[src/hdl/rbss_pkg.sv]
package rbss_pkg;

  // Default sizing of the slot table and the admission queue
  localparam int unsigned SLOT_COUNT_DEF  = 64;
  localparam int unsigned QUEUE_DEPTH_DEF = 1024;

  // Field widths
  localparam int unsigned FUNC_W = 2;
  localparam int unsigned ID_W   = 64;
  localparam int unsigned TOK_W  = 20;
  localparam int unsigned SEQ_W  = 21;
  localparam int unsigned LIM_W  = 11;
  localparam int unsigned STAT_W = 3;
  localparam int unsigned SLOT_W = 6;
  localparam int unsigned ACT_W  = 7;
  localparam int unsigned PEND_W = 11;

  // Stream and configuration port widths
  localparam int unsigned IN_TDATA_W  = 104;
  localparam int unsigned OUT_TDATA_W = 112;
  localparam int unsigned CFG_IDX_W   = 1;
  localparam int unsigned CFG_DATA_W  = 21;

  // Register reset values
  localparam logic [SEQ_W-1:0] MAX_SEQ_LEN_RST   = 21'd131072;
  localparam logic [LIM_W-1:0] PENDING_LIMIT_RST = 11'd1024;

  typedef enum logic [FUNC_W-1:0] {
    FUNC_SUBMIT   = 2'd0,
    FUNC_SCHEDULE = 2'd1,
    FUNC_COMPLETE = 2'd2
  } func_e;

  typedef enum logic [STAT_W-1:0] {
    STAT_OK       = 3'd0,
    STAT_FULL     = 3'd1,
    STAT_LONG     = 3'd2,
    STAT_NOTFOUND = 3'd3,
    STAT_EMPTY    = 3'd4
  } status_e;

  typedef enum logic [CFG_IDX_W-1:0] {
    CFG_MAX_SEQ_LEN   = 1'b0,
    CFG_PENDING_LIMIT = 1'b1
  } cfg_reg_e;

  // Controller to datapath
  typedef struct packed {
    logic capture;   // latch the incoming item
    logic submit;    // run the admission checks, push, emit
    logic place;     // fill the lowest free slot from the queue head, emit
    logic empty;     // emit an empty-batch result
    logic complete;  // free the matched slot, emit
  } cmd_t;

  // Datapath to controller
  typedef struct packed {
    logic [FUNC_W-1:0] func;
    logic              sched_go;    // queue not empty and a slot is free
    logic              place_last;  // this placement ends the batch
  } sts_t;

endpackage

[src/hdl/rbss_ctrl.sv]
module rbss_ctrl (
  input  logic          clk_i,
  input  logic          rst_ni,
  input  logic          in_valid_i,
  output logic          in_ready_o,
  input  logic          out_ready_i,
  output logic          out_valid_o,
  input  rbss_pkg::sts_t sts_i,
  output rbss_pkg::cmd_t cmd_o
);
  import rbss_pkg::*;

  typedef enum logic [4:0] {
    S_IDLE   = 5'b00001,
    S_DECODE = 5'b00010,
    S_SCHED  = 5'b00100,
    S_PLACE  = 5'b01000,
    S_FREE   = 5'b10000
  } state_e;

  state_e state_q, state_d;
  logic   out_valid_q, out_valid_d;
  logic   out_free;
  logic   out_load;

  // Result register is free when empty or drained this cycle
  assign out_free = !out_valid_q || out_ready_i;

  always_comb begin
    state_d    = state_q;
    cmd_o      = '0;
    in_ready_o = 1'b0;
    case (state_q)
      S_IDLE: begin
        in_ready_o = 1'b1;
        if (in_valid_i) begin
          cmd_o.capture = 1'b1;
          state_d       = S_DECODE;
        end
      end
      S_DECODE: begin
        case (sts_i.func)
          FUNC_SUBMIT: begin
            if (out_free) begin
              cmd_o.submit = 1'b1;
              state_d      = S_IDLE;
            end
          end
          FUNC_SCHEDULE: state_d = S_SCHED;
          FUNC_COMPLETE: state_d = S_FREE;
          default:       state_d = S_IDLE;  // drop unknown operations
        endcase
      end
      S_SCHED: begin
        if (sts_i.sched_go) begin
          state_d = S_PLACE;
        end else if (out_free) begin
          cmd_o.empty = 1'b1;
          state_d     = S_IDLE;
        end
      end
      S_PLACE: begin
        if (out_free) begin
          cmd_o.place = 1'b1;
          state_d     = sts_i.place_last ? S_IDLE : S_SCHED;
        end
      end
      S_FREE: begin
        if (out_free) begin
          cmd_o.complete = 1'b1;
          state_d        = S_IDLE;
        end
      end
      default: state_d = S_IDLE;
    endcase
  end

  assign out_load = cmd_o.submit || cmd_o.place || cmd_o.empty || cmd_o.complete;

  always_comb begin
    out_valid_d = out_valid_q;
    if (out_load) begin
      out_valid_d = 1'b1;
    end else if (out_ready_i) begin
      out_valid_d = 1'b0;
    end
  end

  always_ff @(posedge clk_i or negedge rst_ni) begin
    if (!rst_ni) begin
      state_q     <= S_IDLE;
      out_valid_q <= 1'b0;
    end else begin
      state_q     <= state_d;
      out_valid_q <= out_valid_d;
    end
  end

  assign out_valid_o = out_valid_q;

endmodule

[config.mk]
export PLATFORM = sky130hd
export DESIGN_NAME = rbss_ctrl
export DESIGN_NICKNAME = d
export VERILOG_FILES = /design/src/hdl/rbss_pkg.sv /design/src/hdl/rbss_ctrl.sv
export SDC_FILE = /design/constraint.sdc
export NUM_CORES = 1
export LEC_CHECK = 0
export BUFFER_PORTS_ARGS = -buffer_cell sky130_fd_sc_hd__buf_2
export CAP_MARGIN = 10
export CORE_ASPECT_RATIO = 1.5
export CORE_MARGIN = 3
export CORE_UTILIZATION = 25
export DETAILED_ROUTE_END_ITERATION = 8
export GPL_TIMING_DRIVEN = 1
export HOLD_SLACK_MARGIN = 0.15
export PLACE_DENSITY = 0.56
export REMOVE_ABC_BUFFERS = 1
export SYNTH_ARGS = -nofsm -noshare
export SYNTH_HDL_FRONTEND = slang
export SYNTH_SLANG_ARGS = --single-unit
[constraint.sdc]
create_clock -name clk_i -period 1.68 [get_ports clk_i]
set_clock_uncertainty 0.05 [all_clocks]
set_input_delay 0.336 -clock clk_i [delete_from_list [all_inputs] [get_ports clk_i]]
set_output_delay 0.336 -clock clk_i [all_outputs]
set_load 0.005 [all_outputs]
==> summary.md, run 1 <==
| Metric | Value |
|---|---|
| Status | `complete, but fails checks` |
| Failing checks | `negative setup slack` |
| Largest net degree at the start of global routing | `12` |
| Final Routed Wirelength | `2188 um` |
| Area delta synth->final | `71.13%` |
| Clk_lat worst skew | `around 0.26 ns` |
| Number of global-route vias before repair | `approximately 700` |
| GRT overflow | `0` |
| Capturing element type of the critical path | `output pin` |
| All-layer global routing usage | `0.1399` |
| H-tree lvl count | `1` |
| Post-route cell area | `around 1000 um^2` |
| Die ar. | `2988 um^2` |
| Max stage delay on crit path | `roughly 0.43 ns` |
| Commonest non-fill, non-tap cell in the layout | `buf_4` |
| Most frequent cells in the layout | `buf_4 (21), buf_2 (14), buf_6 (7)` |
| Final period util | `1.116` |
| Io pins | `15` |
| CP max stage cell | `or3_4` |
| Max_slew headroom | `0.7778` |
| CP top delay family | `simple AND/OR/NAND/NOR gates` |
| Share of layout cells above drive strength 1 | `0.5565` |
| Post-Syn Area per Cell | `7.964 um^2` |
| Worst Path Required | `1.29 ns` |
| Final setup viols | `9` |
| DIE WIDTH | `45.64 um` |
| Critical Path, Cell by Cell | `or3_4, nor2_4, and3_1, buf_2` |
| Final Hold Vio Count | `0` |
| Worst-path clk slew | `about 0.060 ns` |
| Pwr Density | `approximately 1100 nW/um^2` |
| Max-slew violations | `0` |
| Max frequency | `around 0.53 GHz` |
| Leak | `0.4807 nW` |
| Drt first-iter violations | `15` |
| Type of origin of the critical path | `flop` |
| Antenna fix cells | `0` |
| Dpl hpwl | `about 1300 um` |
| Maximum VDD drop | `about 500 uV` |
| CP Max Fanout | `3` |
| Bufs and invs on worst path | `1` |
| Final setup TNS | `-1.364 ns` |
| Yosys warns | `0` |
| Fin nets | `between 100 and 150` |
| Cells after Synth | `74` |
| Initial antenna violation count | `0` |
| Clock root buffer | `clkbuf_4` |
| Maximum root-to-sink buffer count | `2` |
| Antenna viol nets, final | `0` |
| Critical setup path kind | `reg -> out` |
| Syn Std Cell Area | `between 500 and 600 um^2` |
| Final Critical Period | `1.874 ns` |
| First-pass iteration count of the detailed router | `4` |
| Core ar. | `~2100 um^2` |
| First-pass GRT wire length | `around 3000 um` |
| Max cap viols | `0` |
| Flops & latches, synth | `6` |
| Sink Count | `6` |
| CTS tree | `built` |
| WL per Instance | `around 16 um` |
| Slew @ Worst Pin | `0.3298 ns` |
| Port buffer count | `14` |
| Starting density of the core | `0.2771` |
| Design Power | `~0.0011 W` |
| Drt via density | `5.314` |
| Row cnt | `20` |
| # DRC | `0` |
| HP Class | `in -> reg` |
| CTS Buf Count | `3` |
| Chip height | `between 60 and 70 um` |
| Vias post-DR | `around 730` |
| Crit path DAT | `~1.5 ns` |
| Yosys cell types | `38` |
| Placed inst area | `~760 um^2` |
| Worst setup margin | `-0.1941 ns` |
| FILL cells | `between 150 and 200` |
| Gpl congestion | `around 0.88` |
| RSZ-0062 raised after global routing | `yes` |
| Sequential element share of the synthesized area | `0.2569` |
flip-flops by register name, indices dropped and copies added, names as in the netlist:
name and cells:
out_valid_o 1, state_q 5
cell usage after synthesis:
library cell / n / area share
o21bai_1: 1 / 0.013
dfstp_2: 1 / 0.045
o41ai_1: 1 / 0.015
nor2_1: 8 / 0.051
and3_1: 1 / 0.011
a2bb2oi_1: 1 / 0.015
nor2b_1: 3 / 0.032
o31ai_1: 1 / 0.013
inv_1: 3 / 0.019
xnor2_1: 1 / 0.015
nand2_1: 6 / 0.038
nor3_1: 4 / 0.034
a21oi_2: 1 / 0.015
dfrtp_1: 5 / 0.21
or3_1: 2 / 0.021
o32ai_1: 2 / 0.030
or4b_1: 1 / 0.017
a21oi_1: 4 / 0.034
nand4_1: 1 / 0.011
nor3b_1: 1 / 0.013
o21ai_1: 1 / 0.0085
nor2_4: 1 / 0.019
buf_4: 1 / 0.013
o21ai_0: 2 / 0.017
buf_6: 1 / 0.019
nand3_1: 2 / 0.017
o211ai_1: 2 / 0.025
or4b_4: 1 / 0.023
buf_2: 2 / 0.017
nand4b_1: 1 / 0.015
nor2_2: 1 / 0.011
and3b_1: 1 / 0.015
nor4_1: 1 / 0.011
nand2b_1: 3 / 0.032
nand4_4: 1 / 0.036
clkbuf_1: 2 / 0.013
a22o_1: 1 / 0.015
ha_1: 2 / 0.042
layer usage:
metal | vias up | routed length (um) | GRT usage
li1 | 351 | - | -
met1 | 352 | 866 | 0.1678
met2 | 21 | 1232 | 0.2360
met3 | 4 | 65 | 0.02466
met4 | 0 | 23 | 0.05495
met5 | - | 0 | 0
through the flow:
| stage | setup slack, ns | hold WS, ns | utilization | cells |
|---|---|---|---|---|
| 2_1_floorplan | 0.07109 | -0.009591 | - | 68 |
| 3_3_place_gp | 0.04259 | 0.1189 | 0.3588 | 119 |
| 3_5_place_dp | 0.03074 | 0.1200 | 0.3588 | 119 |
| 4_1_cts | -0.1469 | 0.3438 | 0.4165 | 130 |
| 5_1_grt | -0.2792 | 0.3475 | 0.4741 | 137 |
| 6_report | -0.1941 | 0.3465 | 0.4741 | 137 |
area by class of cell:
type,instances,area [um^2],share of cell area
multi-input cells,59,475.5,0.4715
clock buffers,4,26.28,0.02605
flip-flops and latches,6,151.4,0.1501
inverters,3,11.26,0.01117
repair buffers,43,316.6,0.3139
well taps,22,27.53,0.02730
kinds of logic after synthesis:
| group | count (synthesis) | synth area share |
|---|---|---|
| and+or+nand+nor | 39 | 0.4056 |
| DFF | 6 | 0.2569 |
| adders and majority gates | 2 | 0.04246 |
| xor gates and xnor gates | 1 | 0.01486 |
| AOI/OAI and AO/OA | 17 | 0.1996 |
| buffers and inverters | 9 | 0.08069 |
worst paths after layout:
path,start,endpoint,slack [ns],cells past startpoint
min in group asynchronous,rst_ni,state_q[1]$_DFFE_PN0P_,0.38,2
hold / removal,sts_i[0],state_q[2]$_DFFE_PN0P_,0.35,4
setup reg to reg,state_q[2]$_DFFE_PN0P_,state_q[0]$_DFFE_PN1P_,-0.19,6
hold reg to reg,out_valid_o$_DFFE_PN0P_,state_q[1]$_DFFE_PN0P_,0.64,3
max in group asynchronous,rst_ni,state_q[0]$_DFFE_PN1P_,0.96,2
setup / recovery,state_q[3]$_DFFE_PN0P_,cmd_o[4],-0.19,4
report_power, final:
group	internal [W]	switching [W]
clock	0.0000905	0.0000613
sequential	0.000185	0.0000651
combinational	0.000379	0.000341
total	0.000655	0.000467
tightest hold or removal path, cell delays in order:
cell and delay [ns]:
buf_2 0.10, o32ai_1 0.06, nand2_1 0.06, a21oi_1 0.06
timing repair:
| item | in CTS | in global routing |
|---|---|---|
| hold buffers | 1 | 0 |
| hold endpoints to repair | 6 | 0 |
| gates resized for setup | 10 | 15 |
| pin swaps | 6 | 8 |
| setup buffers | 7 | 7 |
| gates cloned | 0 | 0 |
| setup endpoints to repair | 6 | 9 |
No activity file was read; power rests on OpenSTA's default activity.
==> run 2, diff against run 1 <==
--- a/config.mk
+++ b/config.mk
@@ -5,15 +5,15 @@
 export SDC_FILE = /design/constraint.sdc
 export NUM_CORES = 1
 export LEC_CHECK = 0
+export ABC_AREA = 1
 export BUFFER_PORTS_ARGS = -buffer_cell sky130_fd_sc_hd__buf_2
 export CAP_MARGIN = 10
-export CORE_ASPECT_RATIO = 1.5
-export CORE_MARGIN = 3
-export CORE_UTILIZATION = 25
+export CORE_AREA = 3 3 40 42
 export DETAILED_ROUTE_END_ITERATION = 8
+export DIE_AREA = 0 0 43 45
 export GPL_TIMING_DRIVEN = 1
 export HOLD_SLACK_MARGIN = 0.15
-export PLACE_DENSITY = 0.56
+export PLACE_DENSITY = 0.77
 export REMOVE_ABC_BUFFERS = 1
 export SYNTH_ARGS = -nofsm -noshare
 export SYNTH_HDL_FRONTEND = slang
==> constraint.sdc (replaced) <==
create_clock -name clk_i -period 1.68 [get_ports clk_i]
set_clock_uncertainty 0.05 [all_clocks]
set_input_delay 0.252 -clock clk_i [delete_from_list [all_inputs] [get_ports clk_i]]
set_output_delay 0.252 -clock clk_i [all_outputs]
set_load 0.005 [all_outputs]
==> run 2 against run 1 <==
Synthesized cell count grew 2.7%. Largest cell class unchanged. Sequential power is essentially flat. Power shrank 12%. Clock-buffer cell count is the same. Clock power shrank 5%. The run now ends clean. Sequential share of layout area grew 5.1 points.
==> summary.md, run 2 <==
| Metric | Value |
|---|---|
| Status | `finished, final reports clean` |
| Multi-input logic area | `340.3 um^2 (-28%)` |
| Io pins | `15 (unchanged)` |
| Comb pwr share | `0.603 (-0.039)` |
| Number of global-route vias before repair | `526 (-24%)` |
| Commonest non-fill, non-tap cell in the layout | `buf_2` |
| Post-Syn Area per Cell | `7.161 um^2 (-10%)` |
| Worst-path clk slew | `0.04 ns (-0.02 ns)` |
| Row cnt | `13 (-35%)` |
| Switching power | `0.0004268 W (-8.6%)` |
| Largest net degree at the start of global routing | `10 (-2)` |
| All-layer global routing usage | `0.1479 (+0.007975)` |
| Largest reg by FF count | `state_q` |
| WL per Instance | `12.45 um (-22%)` |
| Placed cells | `105 (-12%)` |
| Max FFs per register | `5 (unchanged)` |
| Sink Count | `6 (unchanged)` |
| H-tree lvl count | `1 (unchanged)` |
| Max frequency | `0.6030 GHz (+13%)` |
| Antenna fix cells | `0 (unchanged)` |
| Most frequent cells in the layout | `buf_2 (13), inv_1 (12), nand2_1 (12)` |
| Capturing element type of the critical path | `output pin` |
| RSZ-0062 raised after global routing | `yes` |
| Sw Share | `0.4323 (+0.01611)` |
| CP max stage cell | `dfrtp_2` |
| Critical Path, Cell by Cell | `nor2_4, nand2_2, nor2_4, nand2_2, inv_2, buf_6` |
| Area delta synth->final | `40.46%` |
| CTS tree | `built` |
| Post-synth top flop | `dfrtp_1` |
| First-pass iteration count of the detailed router | `4 (unchanged)` |
| Cells after Synth | `76 (+2.7%)` |
| Max cap viols | `0 (unchanged)` |
| Die ar. | `1935 um^2 (-35%)` |
| Final period util | `0.9871 (-0.1285)` |
| Clock power share | `0.147 (+0.012)` |
| HP Start | `in_valid_i` |
| R2r startpoint | `state_q[0]$_DFFE_PN1P_` |
| CP Max Fanout | `5 (+2)` |
| Final Routed Wirelength | `1494 um (-32%)` |
| Share of layout cells above drive strength 1 | `0.4667 (-0.08986)` |
| Worst Setup SP | `state_q[1]$_DFFE_PN0P_` |
| Clk_lat worst skew | `0.25 ns (about the same)` |
| Yosys cell types | `21 (-45%)` |
| Final Critical Period | `1.658 ns (-0.2158 ns)` |
| Type of origin of the critical path | `flop` |
| Clock root buffer | `clkbuf_4` |
| Leak | `0.4229 nW (-12%)` |
| Chip height | `45 um (-31%)` |
| GRT overflow | `0 (unchanged)` |
| Maximum root-to-sink buffer count | `2 (unchanged)` |
| Top post-synthesis cells by area | `dfrtp_1 (23%), inv_1 (9.7%), nand2_1 (9.0%), nor2_4 (8.3%), nor2_1 (6.2%)` |
| Sequential element share of the synthesized area | `0.2782 (+0.02126)` |
| Core ar. | `1285 um^2 (-40%)` |
| Critical setup path kind | `reg -> out` |
| Drt first-iter violations | `18 (+3)` |
| Post-route cell area | `764.5 um^2 (-24%)` |
| Port buffer count | `14 (unchanged)` |
| DIE WIDTH | `43 um (-5.8%)` |
| FILL cells | `106 (-46%)` |
| First-pass GRT wire length | `2097 um (-31%)` |
| Synth top area share | `0.2299 (+0.01757)` |
| Most frequent cell after synthesis | `inv_1` |
| CTS Buf Count | `3 (unchanged)` |
| Antenna viol nets, final | `0 (unchanged)` |
| Dpl hpwl | `1025 um (-24%)` |
| Sequential share of power | `0.251 (+0.028)` |
| Flops & latches, synth | `6 (unchanged)` |
| Max-slew violations | `0 (unchanged)` |
| # DRC | `0 (unchanged)` |
| List of most frequent post-synthesis cells | `inv_1 (14), nand2_1 (13), nor2_1 (9)` |
| Synth area leader | `dfrtp_1` |
| Slew @ Worst Pin | `0.1961 ns (-0.1337 ns)` |
| Initial antenna violation count | `0 (unchanged)` |
| Max_slew headroom | `0.8688 (+0.09106)` |
| Starting density of the core | `0.4236 (+0.1465)` |
| Max stage delay on crit path | `0.46 ns (+0.03 ns)` |
| Crit path DAT | `1.36 ns (-0.13 ns)` |
| Gpl congestion | `0.8493 (-3.2%)` |
| Maximum VDD drop | `977.7 uV (+92%)` |
| Placed inst area | `633.1 um^2 (-17%)` |
| Vias post-DR | `606 (-17%)` |
| Pint | `0.0005605 W (-14%)` |
| FFs w/ async S/R, synth | `1.000 (unchanged)` |
| Post-synth EDFFs | `0 (unchanged)` |
| Final setup viols | `0 (-9)` |
| Syn Std Cell Area | `544.3 um^2 (-7.6%)` |
| Final Hold Vio Count | `0 (unchanged)` |
| Drt via density | `5.050 (-5.0%)` |
| Non-filler instance count after layout | `120 (-12%)` |
| Yosys warns | `0 (unchanged)` |
| Pwr Density | `1291 nW/um^2 (+16%)` |
| HP Class | `in -> reg` |
| Fin nets | `116 (-7.9%)` |
| Worst Path Required | `1.38 ns (+0.09 ns)` |
| Sequential Area | `153.9 um^2 (+1.7%)` |
## run 2: cell count changes after synthesis, moves of 4 or more
cell,before,now
inv_1,3,14
nand3_1,2,6
nor3_1,4,0
nand2_2,0,5
nand2_1,6,13
## run 2: final cells by class
class / instances / share of cell area
well taps: 15 / 0.02455
multi-input cells: 54 / 0.4452
clock buffers: 4 / 0.03437
inverters: 16 / 0.08347
flip-flops and latches: 6 / 0.2013
repair buffers: 25 / 0.2111
## run 2: final timing paths
| path | to | slack (ns) | cells after the start |
|---|---|---|---|
| setup / recovery | cmd_o[1] | 0.02 | 6 |
| hold / removal | state_q[0]$_DFFE_PN1P_ | 0.21 | 4 |
| setup reg to reg | state_q[2]$_DFFE_PN0P_ | 0.15 | 9 |
| hold reg to reg | out_valid_o$_DFFE_PN0P_ | 0.58 | 2 |
| max in group asynchronous | state_q[0]$_DFFE_PN1P_ | 1.03 | 2 |
| min in group asynchronous | state_q[2]$_DFFE_PN0P_ | 0.31 | 2 |
## run 2: routing by layer
layer	routed length, um	track usage	up-vias
met1	628	0.1856	278
met3	122	0.05578	4
met5	0	0	-
met4	19	0.07229	0
met2	723	0.2246	28
li1	-	-	296
## run 2: stage by stage
step	power, W	hold slack (ns)	setup slack, ns	setup TNS [ns]	util
after floorplan	0.0005422	-0.09359	0.3266	0	-
after global placement	0.0006379	0.03116	0.2598	0	0.4927
after detailed placement	0.0006505	0.03270	0.2195	0	0.4927
after CTS	0.0008721	0.2038	0.001805	0	0.5453
after global routing	0.001057	0.2234	-0.04563	-0.06791	0.5949
final	0.0009873	0.2115	0.02174	0	0.5949
## run 2: critical path, delay by kind of cell, from the launching register on
kind | cells | cell delay (ns)
simple gates | 4 | 0.52
flops | 1 | 0.46
buf+inv | 2 | 0.13
## run 2: cell families (layout without fill, tap and decap cells)
family / count (synthesis) / in the layout / share of synthesized area
AND/OR/NAND/NOR: 46 / 46 / 0.4851
adder cells (fa/ha/maj): 2 / 2 / 0.04597
buffers and inverters: 16 / 45 / 0.1103
flip-flops: 6 / 6 / 0.2782
AO/OA/AOI/OAI: 6 / 6 / 0.08044
## run 2: repair_timing
action / 4_1_cts / 5_1_grt
endpoints found under the hold margin: 6 / 0
resized for setup: 1 / 7
pin swaps: 1 / 4
cloned: 0 / 0
setup buffers: 4 / 6
setup endpoints to repair: 2 / 5
hold buffers: 1 / 0
## run 2: power groups by stage
| stage | combinational (W) | clock, W | sequential (W) |
|---|---|---|---|
| after floorplan | 0.000297 | 0 | 0.000245 |
| after global placement | 0.000390 | 0 | 0.000248 |
| after detailed placement | 0.000398 | 0 | 0.000253 |
| after CTS | 0.000475 | 0.000150 | 0.000247 |
| after global routing | 0.000654 | 0.000154 | 0.000250 |
| final | 0.000595 | 0.000145 | 0.000247 |
